**src/rtl/mssa_pkg.sv**
```systemverilog
package mssa_pkg;

	// Default sizing
	localparam int TOTAL_SLOTS_DEF = 16;
	localparam int MAX_STACKS_DEF  = 16;
	localparam int ENTRY_BITS_DEF  = 64;

	// Fixed field widths
	localparam int CMD_W    = 2;
	localparam int STACK_W  = 4;
	localparam int VALUE_W  = 64;
	localparam int STATUS_W = 3;
	localparam int CFG_W    = 5;

	// A list emits at most this many entries
	localparam int RESULT_LIMIT = 16;
	localparam int LIMIT_W      = 5;

	typedef enum logic [CMD_W-1:0] {
		CMD_PUSH = 2'd0,
		CMD_POP  = 2'd1,
		CMD_LIST = 2'd2,
		CMD_NOP  = 2'd3
	} cmd_t;

	typedef enum logic [STATUS_W-1:0] {
		ST_PUSHED    = 3'd0,
		ST_POPPED    = 3'd1,
		ST_LISTED    = 3'd2,
		ST_FULL      = 3'd3,
		ST_EMPTY     = 3'd4,
		ST_BAD_STACK = 3'd5
	} status_t;

	typedef enum logic [1:0] {
		S_IDLE,
		S_EXEC,
		S_POP,
		S_LIST
	} state_t;

	// Controller to datapath
	typedef struct packed {
		logic    capture;
		logic    top_wr;
		logic    slot_wr;
		logic    slot_rd;
		logic    list_start;
		logic    list_step;
		logic    emit;
		status_t emit_status;
	} ctl_cmd_t;

	// Datapath to controller
	typedef struct packed {
		cmd_t cmd;
		logic bad;
		logic full;
		logic empty;
		logic out_free;
		logic list_last;
		logic busy;
	} dp_stat_t;

endpackage

```
**src/rtl/mssa_req_if.sv**
```systemverilog
interface mssa_req_if;
	logic                          valid;
	logic                          ready;
	logic [mssa_pkg::CMD_W-1:0]    cmd;
	logic [mssa_pkg::STACK_W-1:0]  stack_number;
	logic [mssa_pkg::VALUE_W-1:0]  entry_value;

	modport source (output valid, output cmd, output stack_number, output entry_value,
		input ready);
	modport sink (input valid, input cmd, input stack_number, input entry_value,
		output ready);
endinterface

```
**src/rtl/mssa_rsp_if.sv**
```systemverilog
interface mssa_rsp_if;
	logic                          valid;
	logic                          ready;
	logic [mssa_pkg::STATUS_W-1:0] status;
	logic [mssa_pkg::VALUE_W-1:0]  value_out;
	logic [mssa_pkg::STACK_W-1:0]  stack_out;
	logic                          last;

	modport source (output valid, output status, output value_out, output stack_out,
		output last, input ready);
	modport sink (input valid, input status, input value_out, input stack_out,
		input last, output ready);
endinterface

```
**src/rtl/mssa_datapath.sv**
```systemverilog
module mssa_datapath #(
	parameter int TOTAL_SLOTS = mssa_pkg::TOTAL_SLOTS_DEF,
	parameter int MAX_STACKS  = mssa_pkg::MAX_STACKS_DEF,
	parameter int ENTRY_BITS  = mssa_pkg::ENTRY_BITS_DEF
) (
	input  logic                            clk,
	input  logic                            arst_n,
	input  mssa_pkg::ctl_cmd_t              ctl,
	output mssa_pkg::dp_stat_t              stat,
	input  logic                            cfg_we,
	input  logic [mssa_pkg::CFG_W-1:0]      cfg_wdata,
	input  logic [mssa_pkg::CMD_W-1:0]      req_cmd,
	input  logic [mssa_pkg::STACK_W-1:0]    req_stack,
	input  logic [mssa_pkg::VALUE_W-1:0]    req_value,
	output logic                            rsp_valid,
	input  logic                            rsp_ready,
	output logic [mssa_pkg::STATUS_W-1:0]   rsp_status,
	output logic [mssa_pkg::VALUE_W-1:0]    rsp_value,
	output logic [mssa_pkg::STACK_W-1:0]    rsp_stack,
	output logic                            rsp_last
);

	localparam int AW    = $clog2(TOTAL_SLOTS);
	localparam int SW    = $clog2(TOTAL_SLOTS + 1);
	localparam int CW    = $clog2(MAX_STACKS + 1);
	localparam int SA_W  = (MAX_STACKS > 1) ? $clog2(MAX_STACKS) : 1;
	localparam int CMP_W = (CW > mssa_pkg::CFG_W) ? CW : mssa_pkg::CFG_W;
	localparam int DCW   = $clog2(SW + 1);
	localparam int RW    = (SW > mssa_pkg::LIMIT_W) ? SW : mssa_pkg::LIMIT_W;
	localparam int PW    = mssa_pkg::STACK_W + SW;

	// Captured command
	mssa_pkg::cmd_t                 cmd_q;
	logic [mssa_pkg::STACK_W-1:0]   stk_q;
	logic [ENTRY_BITS-1:0]          entry_q;

	// Top count store with per-stack valid bits
	logic [SW-1:0]          top_mem [MAX_STACKS];
	logic [MAX_STACKS-1:0]  top_vld_q;
	logic [SW-1:0]          top_rd_q;
	logic                   top_hit_q;

	// Slot store
	logic [ENTRY_BITS-1:0]  slot_mem [TOTAL_SLOTS];
	logic [ENTRY_BITS-1:0]  rd_q;

	// Segment layout: quotient and remainder of the layout divider
	logic [CW-1:0]          cnt_eff_q;
	logic [CW-1:0]          cfg_eff;
	logic [SW-1:0]          div_quo_q;
	logic [CW-1:0]          div_rem_q;
	logic [DCW-1:0]         div_cnt_q;
	logic [CW:0]            div_shift;
	logic [CW:0]            div_trial;

	// List walk
	logic [AW-1:0]                  ptr_q;
	logic [mssa_pkg::LIMIT_W-1:0]   remain_q;
	logic [mssa_pkg::LIMIT_W-1:0]   remain_d;

	// Result register
	logic                           out_vld_q;
	logic [mssa_pkg::STATUS_W-1:0]  status_q;
	logic [mssa_pkg::VALUE_W-1:0]   value_q;
	logic [mssa_pkg::STACK_W-1:0]   stack_q;
	logic                           last_q;

	// Address math
	logic [SA_W-1:0]  req_idx;
	logic [SA_W-1:0]  stk_idx;
	logic [PW-1:0]    base_prod;
	logic [SW-1:0]    base;
	logic [SW-1:0]    cap;
	logic [SW-1:0]    top_raw;
	logic [SW-1:0]    top;
	logic [SW-1:0]    top_wr_data;
	logic [AW-1:0]    push_addr;
	logic [AW-1:0]    top_addr;
	logic [AW-1:0]    rd_addr;
	logic             is_last_stack;
	logic             bad;
	logic             out_free;
	logic             rd_en;
	logic             rd_data_sel;

	assign req_idx = SA_W'(req_stack);
	assign stk_idx = SA_W'(stk_q);

	// Capture on a request transfer
	always_ff @(posedge clk) begin
		if (ctl.capture) begin
			cmd_q     <= mssa_pkg::cmd_t'(req_cmd);
			stk_q     <= req_stack;
			entry_q   <= ENTRY_BITS'(req_value);
			top_rd_q  <= top_mem[req_idx];
			top_hit_q <= top_vld_q[req_idx];
		end
		if (ctl.top_wr) begin
			top_mem[stk_idx] <= top_wr_data;
		end
	end

	// Valid bits: cleared by reset and by a layout change
	always_ff @(posedge clk or negedge arst_n) begin
		if (!arst_n) begin
			top_vld_q <= '0;
		end else if (cfg_we) begin
			top_vld_q <= '0;
		end else if (ctl.top_wr) begin
			top_vld_q[stk_idx] <= 1'b1;
		end
	end

	// Clamp written stack count to 1..MAX_STACKS
	always_comb begin
		if (cfg_wdata == '0) begin
			cfg_eff = CW'(1);
		end else if (CMP_W'(cfg_wdata) > CMP_W'(MAX_STACKS)) begin
			cfg_eff = CW'(MAX_STACKS);
		end else begin
			cfg_eff = CW'(cfg_wdata);
		end
	end

	// Restoring divider step: TOTAL_SLOTS / cnt_eff_q, one quotient bit per cycle
	assign div_shift = {div_rem_q, div_quo_q[SW-1]};
	assign div_trial = div_shift - {1'b0, cnt_eff_q};

	always_ff @(posedge clk or negedge arst_n) begin
		if (!arst_n) begin
			cnt_eff_q <= CW'(1);
			div_quo_q <= SW'(TOTAL_SLOTS);
			div_rem_q <= '0;
			div_cnt_q <= '0;
		end else if (cfg_we) begin
			cnt_eff_q <= cfg_eff;
			div_quo_q <= SW'(TOTAL_SLOTS);
			div_rem_q <= '0;
			div_cnt_q <= DCW'(SW);
		end else if (div_cnt_q != '0) begin
			if (!div_trial[CW]) begin
				div_rem_q <= div_trial[CW-1:0];
				div_quo_q <= {div_quo_q[SW-2:0], 1'b1};
			end else begin
				div_rem_q <= div_shift[CW-1:0];
				div_quo_q <= {div_quo_q[SW-2:0], 1'b0};
			end
			div_cnt_q <= div_cnt_q - DCW'(1);
		end
	end

	// Segment of the captured stack
	always_comb begin
		bad           = CMP_W'(stk_q) >= CMP_W'(cnt_eff_q);
		is_last_stack = (CMP_W'(stk_q) + CMP_W'(1)) == CMP_W'(cnt_eff_q);
		base_prod     = PW'(stk_q) * PW'(div_quo_q);
		base          = SW'(base_prod);
		cap           = div_quo_q + (is_last_stack ? SW'(div_rem_q) : '0);
		top_raw       = top_hit_q ? top_rd_q : '0;
		top           = (top_raw > cap) ? cap : top_raw;
		push_addr     = AW'(base + top);
		top_addr      = AW'(base + top - SW'(1));
		top_wr_data   = (cmd_q == mssa_pkg::CMD_PUSH) ? (top + SW'(1)) : (top - SW'(1));
		remain_d      = (RW'(top) > RW'(mssa_pkg::RESULT_LIMIT))
			? mssa_pkg::LIMIT_W'(mssa_pkg::RESULT_LIMIT) : mssa_pkg::LIMIT_W'(top);
	end

	// Slot store: one write, one registered read
	assign rd_en   = ctl.slot_rd | ctl.list_step;
	assign rd_addr = ctl.slot_rd ? top_addr : (ptr_q - AW'(1));

	always_ff @(posedge clk) begin
		if (ctl.slot_wr) begin
			slot_mem[push_addr] <= entry_q;
		end
		if (rd_en) begin
			rd_q <= slot_mem[rd_addr];
		end
	end

	// List walk pointer and remaining count
	always_ff @(posedge clk or negedge arst_n) begin
		if (!arst_n) begin
			ptr_q    <= '0;
			remain_q <= '0;
		end else if (ctl.list_start) begin
			ptr_q    <= top_addr;
			remain_q <= remain_d;
		end else if (ctl.list_step) begin
			ptr_q    <= ptr_q - AW'(1);
			remain_q <= remain_q - mssa_pkg::LIMIT_W'(1);
		end
	end

	// Result register
	assign out_free    = !out_vld_q || rsp_ready;
	assign rd_data_sel = (ctl.emit_status == mssa_pkg::ST_POPPED) ||
		(ctl.emit_status == mssa_pkg::ST_LISTED);

	always_ff @(posedge clk or negedge arst_n) begin
		if (!arst_n) begin
			out_vld_q <= 1'b0;
		end else if (ctl.emit) begin
			out_vld_q <= 1'b1;
		end else if (rsp_ready) begin
			out_vld_q <= 1'b0;
		end
	end

	always_ff @(posedge clk) begin
		if (ctl.emit) begin
			status_q <= ctl.emit_status;
			value_q  <= rd_data_sel ? mssa_pkg::VALUE_W'(rd_q) : '0;
			stack_q  <= stk_q;
			last_q   <= (ctl.emit_status == mssa_pkg::ST_LISTED)
				? (remain_q == mssa_pkg::LIMIT_W'(1)) : 1'b1;
		end
	end

	assign rsp_valid  = out_vld_q;
	assign rsp_status = status_q;
	assign rsp_value  = value_q;
	assign rsp_stack  = stack_q;
	assign rsp_last   = last_q;

	// Status to the controller
	always_comb begin
		stat.cmd       = cmd_q;
		stat.bad       = bad;
		stat.full      = top >= cap;
		stat.empty     = top == '0;
		stat.out_free  = out_free;
		stat.list_last = remain_q == mssa_pkg::LIMIT_W'(1);
		stat.busy      = div_cnt_q != '0;
	end

endmodule

```
**src/rtl/mssa_ctrl.sv**
```systemverilog
module mssa_ctrl (
	input  logic                clk,
	input  logic                arst_n,
	input  logic                req_valid,
	output logic                req_ready,
	input  mssa_pkg::dp_stat_t  stat,
	output mssa_pkg::ctl_cmd_t  ctl
);

	mssa_pkg::state_t state_q;
	mssa_pkg::state_t state_d;

	always_ff @(posedge clk or negedge arst_n) begin
		if (!arst_n) begin
			state_q <= mssa_pkg::S_IDLE;
		end else begin
			state_q <= state_d;
		end
	end

	// Next state
	always_comb begin
		state_d = state_q;
		case (state_q)
			mssa_pkg::S_IDLE: begin
				if (req_valid && !stat.busy) begin
					state_d = mssa_pkg::S_EXEC;
				end
			end
			mssa_pkg::S_EXEC: begin
				if (stat.cmd == mssa_pkg::CMD_NOP) begin
					state_d = mssa_pkg::S_IDLE;
				end else if (stat.out_free) begin
					if (stat.bad || stat.empty || stat.cmd == mssa_pkg::CMD_PUSH) begin
						state_d = mssa_pkg::S_IDLE;
					end else if (stat.cmd == mssa_pkg::CMD_POP) begin
						state_d = mssa_pkg::S_POP;
					end else begin
						state_d = mssa_pkg::S_LIST;
					end
				end
			end
			mssa_pkg::S_POP: begin
				if (stat.out_free) begin
					state_d = mssa_pkg::S_IDLE;
				end
			end
			mssa_pkg::S_LIST: begin
				if (stat.out_free && stat.list_last) begin
					state_d = mssa_pkg::S_IDLE;
				end
			end
			default: begin
				state_d = mssa_pkg::S_IDLE;
			end
		endcase
	end

	// Outputs
	always_comb begin
		req_ready = 1'b0;
		ctl       = '0;
		ctl.emit_status = mssa_pkg::ST_PUSHED;
		case (state_q)
			mssa_pkg::S_IDLE: begin
				req_ready   = !stat.busy;
				ctl.capture = req_valid && !stat.busy;
			end
			mssa_pkg::S_EXEC: begin
				if (stat.cmd != mssa_pkg::CMD_NOP && stat.out_free) begin
					if (stat.bad) begin
						ctl.emit        = 1'b1;
						ctl.emit_status = mssa_pkg::ST_BAD_STACK;
					end else begin
						case (stat.cmd)
							mssa_pkg::CMD_PUSH: begin
								ctl.emit = 1'b1;
								if (stat.full) begin
									ctl.emit_status = mssa_pkg::ST_FULL;
								end else begin
									ctl.emit_status = mssa_pkg::ST_PUSHED;
									ctl.slot_wr     = 1'b1;
									ctl.top_wr      = 1'b1;
								end
							end
							mssa_pkg::CMD_POP: begin
								if (stat.empty) begin
									ctl.emit        = 1'b1;
									ctl.emit_status = mssa_pkg::ST_EMPTY;
								end else begin
									ctl.top_wr  = 1'b1;
									ctl.slot_rd = 1'b1;
								end
							end
							mssa_pkg::CMD_LIST: begin
								if (stat.empty) begin
									ctl.emit        = 1'b1;
									ctl.emit_status = mssa_pkg::ST_EMPTY;
								end else begin
									ctl.slot_rd    = 1'b1;
									ctl.list_start = 1'b1;
								end
							end
							default: begin
								ctl.emit = 1'b0;
							end
						endcase
					end
				end
			end
			mssa_pkg::S_POP: begin
				if (stat.out_free) begin
					ctl.emit        = 1'b1;
					ctl.emit_status = mssa_pkg::ST_POPPED;
				end
			end
			mssa_pkg::S_LIST: begin
				if (stat.out_free) begin
					ctl.emit        = 1'b1;
					ctl.emit_status = mssa_pkg::ST_LISTED;
					ctl.list_step   = 1'b1;
				end
			end
			default: begin
				req_ready = 1'b0;
			end
		endcase
	end

endmodule

```
**src/rtl/multi_stack_shared_array_unit.sv**
```systemverilog
// Several LIFO stacks in one shared store of TOTAL_SLOTS words. The store is split into
// stack_count equal segments; the last stack also owns the remainder slots. Each request
// (push, pop or list) names a stack and gets one response, except a list, which returns
// up to 16 entries top to bottom with last set on the final one; command code 3 returns
// nothing. A request is taken one at a time. A pop and each list entry are read through
// the single read port of the slot store, and a stalled response holds back the next one.
// A response waits in an output register, so the next request can be taken while it is
// still held. Writing stack_count empties all stacks and restarts the segment-size
// divider, which holds off requests until it has finished.
module multi_stack_shared_array_unit #(
	parameter int TOTAL_SLOTS = mssa_pkg::TOTAL_SLOTS_DEF,
	parameter int MAX_STACKS  = mssa_pkg::MAX_STACKS_DEF,
	parameter int ENTRY_BITS  = mssa_pkg::ENTRY_BITS_DEF
) (
	input  logic                        clk,
	input  logic                        arst_n,
	mssa_req_if.sink                    req,
	mssa_rsp_if.source                  rsp,
	input  logic                        cfg_we,
	input  logic [mssa_pkg::CFG_W-1:0]  cfg_wdata
);

	mssa_pkg::ctl_cmd_t ctl;
	mssa_pkg::dp_stat_t stat;

	// Sequencer
	mssa_ctrl u_ctrl (
		.clk       (clk),
		.arst_n    (arst_n),
		.req_valid (req.valid),
		.req_ready (req.ready),
		.stat      (stat),
		.ctl       (ctl)
	);

	// Stores, layout divider and result register
	mssa_datapath #(
		.TOTAL_SLOTS (TOTAL_SLOTS),
		.MAX_STACKS  (MAX_STACKS),
		.ENTRY_BITS  (ENTRY_BITS)
	) u_datapath (
		.clk        (clk),
		.arst_n     (arst_n),
		.ctl        (ctl),
		.stat       (stat),
		.cfg_we     (cfg_we),
		.cfg_wdata  (cfg_wdata),
		.req_cmd    (req.cmd),
		.req_stack  (req.stack_number),
		.req_value  (req.entry_value),
		.rsp_valid  (rsp.valid),
		.rsp_ready  (rsp.ready),
		.rsp_status (rsp.status),
		.rsp_value  (rsp.value_out),
		.rsp_stack  (rsp.stack_out),
		.rsp_last   (rsp.last)
	);

endmodule
```
**src/flat_wrapper.sv**
```systemverilog
// flat-port wrapper written by rule: the top's interface ports become plain ports
module multi_stack_shared_array_unit_flat 
#(
	parameter int TOTAL_SLOTS = mssa_pkg::TOTAL_SLOTS_DEF,
	parameter int MAX_STACKS  = mssa_pkg::MAX_STACKS_DEF,
	parameter int ENTRY_BITS  = mssa_pkg::ENTRY_BITS_DEF
)
  (clk, arst_n, cfg_we, cfg_wdata, req_valid, req_cmd, req_stack_number, req_entry_value, req_ready, rsp_valid, rsp_status, rsp_value_out, rsp_stack_out, rsp_last, rsp_ready);
  mssa_req_if req_i ();
  mssa_rsp_if rsp_i ();
  input  logic clk;
  input  logic arst_n;
  input  logic cfg_we;
  input  logic [mssa_pkg::CFG_W-1:0] cfg_wdata;
  input wire logic [$bits(req_i.valid)-1:0] req_valid;
  input wire logic [$bits(req_i.cmd)-1:0] req_cmd;
  input wire logic [$bits(req_i.stack_number)-1:0] req_stack_number;
  input wire logic [$bits(req_i.entry_value)-1:0] req_entry_value;
  output wire logic [$bits(req_i.ready)-1:0] req_ready;
  output wire logic [$bits(rsp_i.valid)-1:0] rsp_valid;
  output wire logic [$bits(rsp_i.status)-1:0] rsp_status;
  output wire logic [$bits(rsp_i.value_out)-1:0] rsp_value_out;
  output wire logic [$bits(rsp_i.stack_out)-1:0] rsp_stack_out;
  output wire logic [$bits(rsp_i.last)-1:0] rsp_last;
  input wire logic [$bits(rsp_i.ready)-1:0] rsp_ready;
  assign req_i.valid = req_valid;
  assign req_i.cmd = req_cmd;
  assign req_i.stack_number = req_stack_number;
  assign req_i.entry_value = req_entry_value;
  assign req_ready = req_i.ready;
  assign rsp_valid = rsp_i.valid;
  assign rsp_status = rsp_i.status;
  assign rsp_value_out = rsp_i.value_out;
  assign rsp_stack_out = rsp_i.stack_out;
  assign rsp_last = rsp_i.last;
  assign rsp_i.ready = rsp_ready;
  multi_stack_shared_array_unit #(.TOTAL_SLOTS(TOTAL_SLOTS), .MAX_STACKS(MAX_STACKS), .ENTRY_BITS(ENTRY_BITS)) u_core (.clk(clk), .arst_n(arst_n), .req(req_i), .rsp(rsp_i), .cfg_we(cfg_we), .cfg_wdata(cfg_wdata));
endmodule
```
**config.mk**
```make
export PLATFORM = sky130hd
export DESIGN_NAME = multi_stack_shared_array_unit_flat
export DESIGN_NICKNAME = d
export VERILOG_FILES = /design/src/rtl/mssa_pkg.sv /design/src/rtl/mssa_req_if.sv /design/src/rtl/mssa_rsp_if.sv /design/src/rtl/mssa_datapath.sv /design/src/rtl/mssa_ctrl.sv /design/src/rtl/multi_stack_shared_array_unit.sv /design/src/flat_wrapper.sv
export SDC_FILE = /design/constraint.sdc
export NUM_CORES = 1
export LEC_CHECK = 0
export ABC_AREA = 1
export BUFFER_PORTS_ARGS = -buffer_cell sky130_fd_sc_hd__buf_2
export CELL_PAD_IN_SITES_DETAIL_PLACEMENT = 1
export CELL_PAD_IN_SITES_GLOBAL_PLACEMENT = 1
export CORE_AREA = 2 2 356 358
export CTS_CLUSTER_DIAMETER = 120
export DETAILED_ROUTE_END_ITERATION = 16
export DIE_AREA = 0 0 358 360
export PLACE_DENSITY = 0.76
export SYNTH_ARGS = -nofsm -noshare
export SYNTH_HDL_FRONTEND = slang
export SYNTH_HIERARCHICAL = 1
export SYNTH_SLANG_ARGS = --single-unit
export TNS_END_PERCENT = 1
```
**constraint.sdc**
```tcl
create_clock -name clk -period 11.9 [get_ports clk]
set_input_delay 2.38 -clock clk [delete_from_list [all_inputs] [get_ports clk]]
set_output_delay 2.38 -clock clk [all_outputs]
set_load 0.005 [all_outputs]
```
# After elaboration in Yosys (flattened, before gate mapping)

Memory sizes are Yosys's and may differ from the RTL's. A register that Yosys moved wholly into a read port is not among the register bits.
Cells that the tools add are included.

Register bits after elaboration: 189
RAM bits: 1104
Bits of input ports: 80
Output and inout bits: 74
Memories kept: 2

Memory list:

| name                       | words | width | read ports | clocked after memory_dff | write ports | RTL line            | text |
|---|---|---|---|---|---|---|---|
| u_core.u_datapath.slot_mem | 16    | 64    | 1          | 1                        | 1           | mssa_datapath.sv:44 | `logic [ENTRY_BITS-1:0] slot_mem [TOTAL_SLOTS];` |
| u_core.u_datapath.top_mem  | 16    | 5     | 1          | 1                        | 1           | mssa_datapath.sv:38 | `logic [SW-1:0] top_mem [MAX_STACKS];` |

Add/subtract/negate cells: 10
Multiply operators: 1
Order comparisons: 8
Equality and inequality tests: 15
Muxes and demuxes: 62
Bitwise logic cells: 2
Reductions and logical operators: 21

Operators by type and width:

| operator                                                              | count |
|---|---|
| 5-bit two-way mux                                                     | 15 |
| 4-bit two-way mux                                                     | 10 |
| 16-bit two-way mux                                                    | 2 |
| 2-bit two-way mux                                                     | 9 |
| 1-bit two-way mux                                                     | 16 |
| 16-bit bitwise OR                                                     | 1 |
| 4-bit one-hot mux with 3 select lines                                 | 1 |
| 5-bit greater-than comparator (second input constant)                 | 2 |
| 5-bit zero test                                                       | 2 |
| 4-bit by 5-bit < comparator with 1-bit output (second input constant) | 2 |
| 5-bit by 1-bit subtractor with 5-bit output (second input constant)   | 2 |
| 2-bit == test (second input constant)                                 | 4 |
| 2-bit inequality test (second input constant)                         | 4 |
| 2-bit one-hot mux with 4 select lines                                 | 1 |
| 2-bit nonzero test                                                    | 4 |
| 4-bit by 1-bit subtractor with 4-bit output (second input constant)   | 2 |
| 3-bit two-way mux                                                     | 2 |
| 1-bit one-hot mux with 2 select lines                                 | 3 |
| 3-bit one-hot mux with 2 select lines                                 | 1 |
| 6-bit by 5-bit subtractor with 6-bit output                           | 1 |
| 4-bit by 1-bit adder with 5-bit output (second input constant)        | 1 |
| 5-bit by 1-bit adder with 5-bit output (second input constant)        | 1 |
| 5-bit adder                                                           | 1 |
| 5-bit by 1-bit == test with 1-bit output (second input constant)      | 1 |
| other kinds (22)                                                      | 31 |

# Longest topological paths before layout

Depth after elaboration: 14
Gate-level depth with buffers: 43

# By module

Netlist, hierarchy kept.

Modules (own cells, without submodules):

| module        | times used | cells each | area each (sq um) |
|---|---|---|---|
| mssa_datapath | 1          | 4188       | 55585.8 |
| mssa_ctrl     | 1          | 74         | 396.6 |

# Worst setup path before layout

No wires, ideal clock.

Path type: input to register
Start point: input req_valid
End point: register u_core.u_datapath.cmd_q[0], enable pin
Arrival time: 7.581 ns
Required time: 11.296 ns
Setup slack: 3.715 ns
Stages on the path: 2
Buffers on the path: 0
Cells stage by stage: inv_1 -> nor3_1

RTL lines:

| item                   | RTL line            | text |
|---|---|---|
| start: declaration     | flat_wrapper.sv:15  | `input wire logic [$bits(req_i.valid)-1:0] req_valid;` |
| end signal: assignment | mssa_datapath.sv:92 | `cmd_q <= mssa_pkg::cmd_t'(req_cmd);` |
| end: declaration       | mssa_datapath.sv:33 | `mssa_pkg::cmd_t cmd_q;` |

==> key figures <==
Final layout
  • Final Instance Count excl. Fillers: a little over 6000
  • Most used cells in the layout excluding fill and tap cells: 1316 x edfxtp_1, 598 x nand2_1, 567 x inv_1
  • Finished Cell Area: roughly 63000 sq um
  • Nets: around 4500
  • Most common cell after layout, fill and taps aside: edfxtp_1
  • Fraction of layout cells with a size suffix above 1: 13.0%
  • FILL cells: ~13000
  • Area Overhead vs Synth: 12.6%

Power and ir drop
  • Worst vdd ir: ~0.0004 V
  • P_leak: 23.0 nW
  • Power per cell area: roughly 250 nW/um^2
  • Part of the power in the clock network: 26.9%
  • Power Total: 16.0 mW
  • Internal Dissipation: around 10 mW
  • Switching Fraction: approximately 38%
  • Switching pwr: ~6 mW
  • Logic pwr share: ~36%
  • Share of power burned in registers: between 30% and 40%

Yosys
  • Synth Cell Area: approximately 56000 sq um
  • Synth top area cells: edfxtp_1 71%, o211ai_1 5.8%, nand2_1 4.0%
  • Synth warn: 6
  • Seq/Total Area, Yosys: about 73%
  • Post-synthesis net count: between 4000 and 5000
  • Netlist cell types: 44
  • Post-synth top area cell: edfxtp_1
  • Ys async rst share: about 3.4%
  • Avg Synthesized Cell Area: between 10 and 15 sq um
  • Synthesis-stage register bit count: between 1000 and 1500
  • Share of the synthesized area in the top cell type: between 70% and 80%
  • Post-Synthesis Cells: approximately 4300
  • Synth Flop Type: edfxtp_1
  • Post-synth EDFFs: roughly 1300

Detailed routing
  • DRT iter0 DRCs: about 2800
  • Antenna viol nets, final: 0
  • TritonRoute pass-1 iters: 5
  • DRC errors left: 0
  • Via/cell ratio: 5.64
  • Routed WL per cell: 25.0 um
  • Final WL: roughly 150 mm
  • Routed vias: 34700

CTS
  • Root Buffer: clkbuf_16
  • Worst-path clk slew: about 0.060 ns
  • Hold Buf Count CTS: 0
  • Clock Latency Late Sink: between 0.7 and 0.8 ns
  • CTS max path bufs: 3
  • Post-CTS Setup Inserts: 0
  • Resize count post-CTS: 0
  • CTS tree: built
  • Total CTS buffers: between 100 and 150
  • H-tree levels: 4
  • Clk sinks: 1362

Timing
  • Clk_skew: about 0.025 ns
  • Period utilisation layout: between 60 and 70%
  • Final Critical Period: around 8.3 ns
  • Final Hold Vio Count: 0
  • Final hold slack: 0.497 ns
  • Fmax: about 120 MHz
  • Max Slew Vio Count: 0
  • Rel. slew slack: between 10% and 20%
  • Post-route setup TNS: 0 ns
  • Worst slew pin tran: 1.23 ns
  • Final setup viols: 0
  • Unrepaired setup endpoints after global routing: no

Global routing
  • Initial antenna violation count: 1
  • Vias in the first global route: between 30000 and 40000
  • All-Layer GR Usage: between 20% and 30%
  • First-pass GRT wire length: approximately 230 mm
  • Overflow after GRT: 0
  • Largest net degree at the start of global routing: 193

Floorplan
  • Die height: between 300 and 400 um
  • CORE AREA: ~120000 sq um
  • Row count: 130
  • Initial core utilization: 44.8%
  • Die area: approximately 130000 sq um
  • IO Count: about 150
  • Die Wd: around 360 um

Place
  • IO Port Bufs: about 150
  • GP Congestion: ~0.80
  • Cells after DPL: roughly 5900
  • DP Wirelength: roughly 80 mm
  • Dpl cell area: between 50000 and 60000 sq um

Worst setup path
  • Worst setup SP type: flip-flop
  • Critical path class: reg -> reg
  • FF-to-FF path depth: 36
  • Worst path slowest cell: nor2_4
  • Max stage delay on crit path: 0.68 ns
  • R2R Path End: u_core/u_datapath/slot_mem[3][37]
  • Critical path endpoint category: flip-flop
  • CP most frequent cell: nand2_1
  • Worst EP required: between 10 and 15 ns
  • Setup slack, reg-to-reg: between 3 and 4 ns
  • Reg2reg start: u_core/u_datapath/stk_idx[0]
  • Worst-path maximum fanout: 30
  • WP data arrival: between 8 and 9 ns

Hold path
  • Hold depth: 2
  • Hold Crit Endpoint: u_core/u_datapath/top_vld_q[10]
  • HP Class: reg -> reg
  • Hold path start: u_core/u_datapath/top_vld_q[10]

Job
  • Total of max-cap violations: 0

Status
  • Status: finished, final reports clean
-- critical path, delay by kind of cell, from the launching register on --
kind            cells  cell delay [ns]
simple gates       22             3.54
buf+inv             6             1.93
fa+ha+maj           4             1.31
compound gates      4             0.54
flops               1             0.53
-- flip-flops by register name, summed over array words and instances, names as in the netlist, 4 cells and up --
signal / flops
u_core/u_datapath/div_rem_q: 5
u_core/u_datapath/stk_idx: 4
u_core/u_datapath/remain_q: 5
u_core/u_datapath/slot_mem: 1024
u_core/u_datapath/entry_q: 64
u_core/u_datapath/div_quo_q: 5
u_core/u_datapath/rd_q: 64
u_core/u_datapath/cnt_eff_q: 5
u_core/u_datapath/top_vld_q: 16
u_core/u_datapath/top_rd_q: 5
u_core/u_datapath/rsp_value: 64
u_core/u_datapath/top_mem: 80
u_core/u_datapath/ptr_q: 4
u_core/u_datapath/rsp_stack: 4
-- layer usage --
layer	vias up	track usage, %	wire length [um]
met5	-	0	0
met3	252	3.26	7970
met1	17900	31.4	63800
met2	1034	40.6	77800
li1	15500	-	-
met4	0	7.61	4040
-- power by group through the flow --
stage / sequential (mW) / clock (mW) / combinational [mW]
after detailed placement: 6.07 / 0 / 5.65
after global routing: 6.00 / 4.55 / 6.30
after floorplan: 6.02 / 0 / 3.80
final: 5.97 / 4.30 / 5.71
after CTS: 5.97 / 4.38 / 5.73
after global placement: 6.06 / 0 / 5.38
-- kinds of logic after synthesis --
family | share of synthesized area, %
xor gates and xnor gates | 0.297
and+or+nand+nor | 7.91
DFF | 72.7
adders and majority gates | 1.14
buffers and inverters | 5.50
AOI/OAI and AO/OA | 9.52
muxes | 2.98
-- cell type report --
type	instances	area (sq um)	area share, %
Timing Repair Buffer	214	1270	2.02
Clock buffer	200	3950	6.27
Sequential cell	1362	40700	64.5
Clock inverter	60	499	0.792
Inverter	573	2160	3.42
Tap cell	1650	2060	3.27
Antenna cell	1	2.50	0.00397
Multi-Input combinational cell	2089	12400	19.7
-- stage by stage --
stage          setup WS, ns  util, %
4_1_cts                3.56     50.5
3_3_place_gp           3.95     46.9
3_5_place_dp           3.66     46.9
2_1_floorplan          3.72        -
6_report               3.62     50.5
5_1_grt                3.05     50.5
-- cells in the mapped netlist (3+ instances only) --
master    count
edfxtp_1   1316
nand2_1     600
inv_1       568
o211ai_1    431
nor2_1      272
clkbuf_1    194
o21ai_0     184
nand3_1     177
mux2_2      127
a211oi_1     99
a21oi_1      44
dfrtp_1      44
ha_1         43
buf_1        25
mux2i_1      24
buf_2        14
o22ai_1      13
xor2_1       12
nand3_2       9
xnor2_1       7
o21ai_1       6
buf_4         5
fa_1          5
nand2_2       4
a31oi_1       3
inv_2         3
nand2_4       3
nand4_1       3
nor2_2        3
or2_2         3
-- worst max path at each step --
stage	from	slack [ns]	cells past startpoint	endpoint
5_1_grt	u_core/u_datapath/stk_idx[0]	3.05	36	u_core/u_datapath/slot_mem[3][42]
3_3_place_gp	u_core/u_datapath/stk_idx[0]	3.95	31	u_core/u_datapath/slot_mem[15][45]
3_5_place_dp	u_core/u_datapath/stk_idx[0]	3.66	36	u_core/u_datapath/slot_mem[3][37]
4_1_cts	u_core/u_datapath/stk_idx[0]	3.56	36	u_core/u_datapath/slot_mem[3][42]
2_1_floorplan	req_valid	3.72	2	u_core/u_datapath/cmd_q[0]
6_report	u_core/u_datapath/stk_idx[0]	3.62	36	u_core/u_datapath/slot_mem[3][37]
No activity file was read; power rests on OpenSTA's default activity.
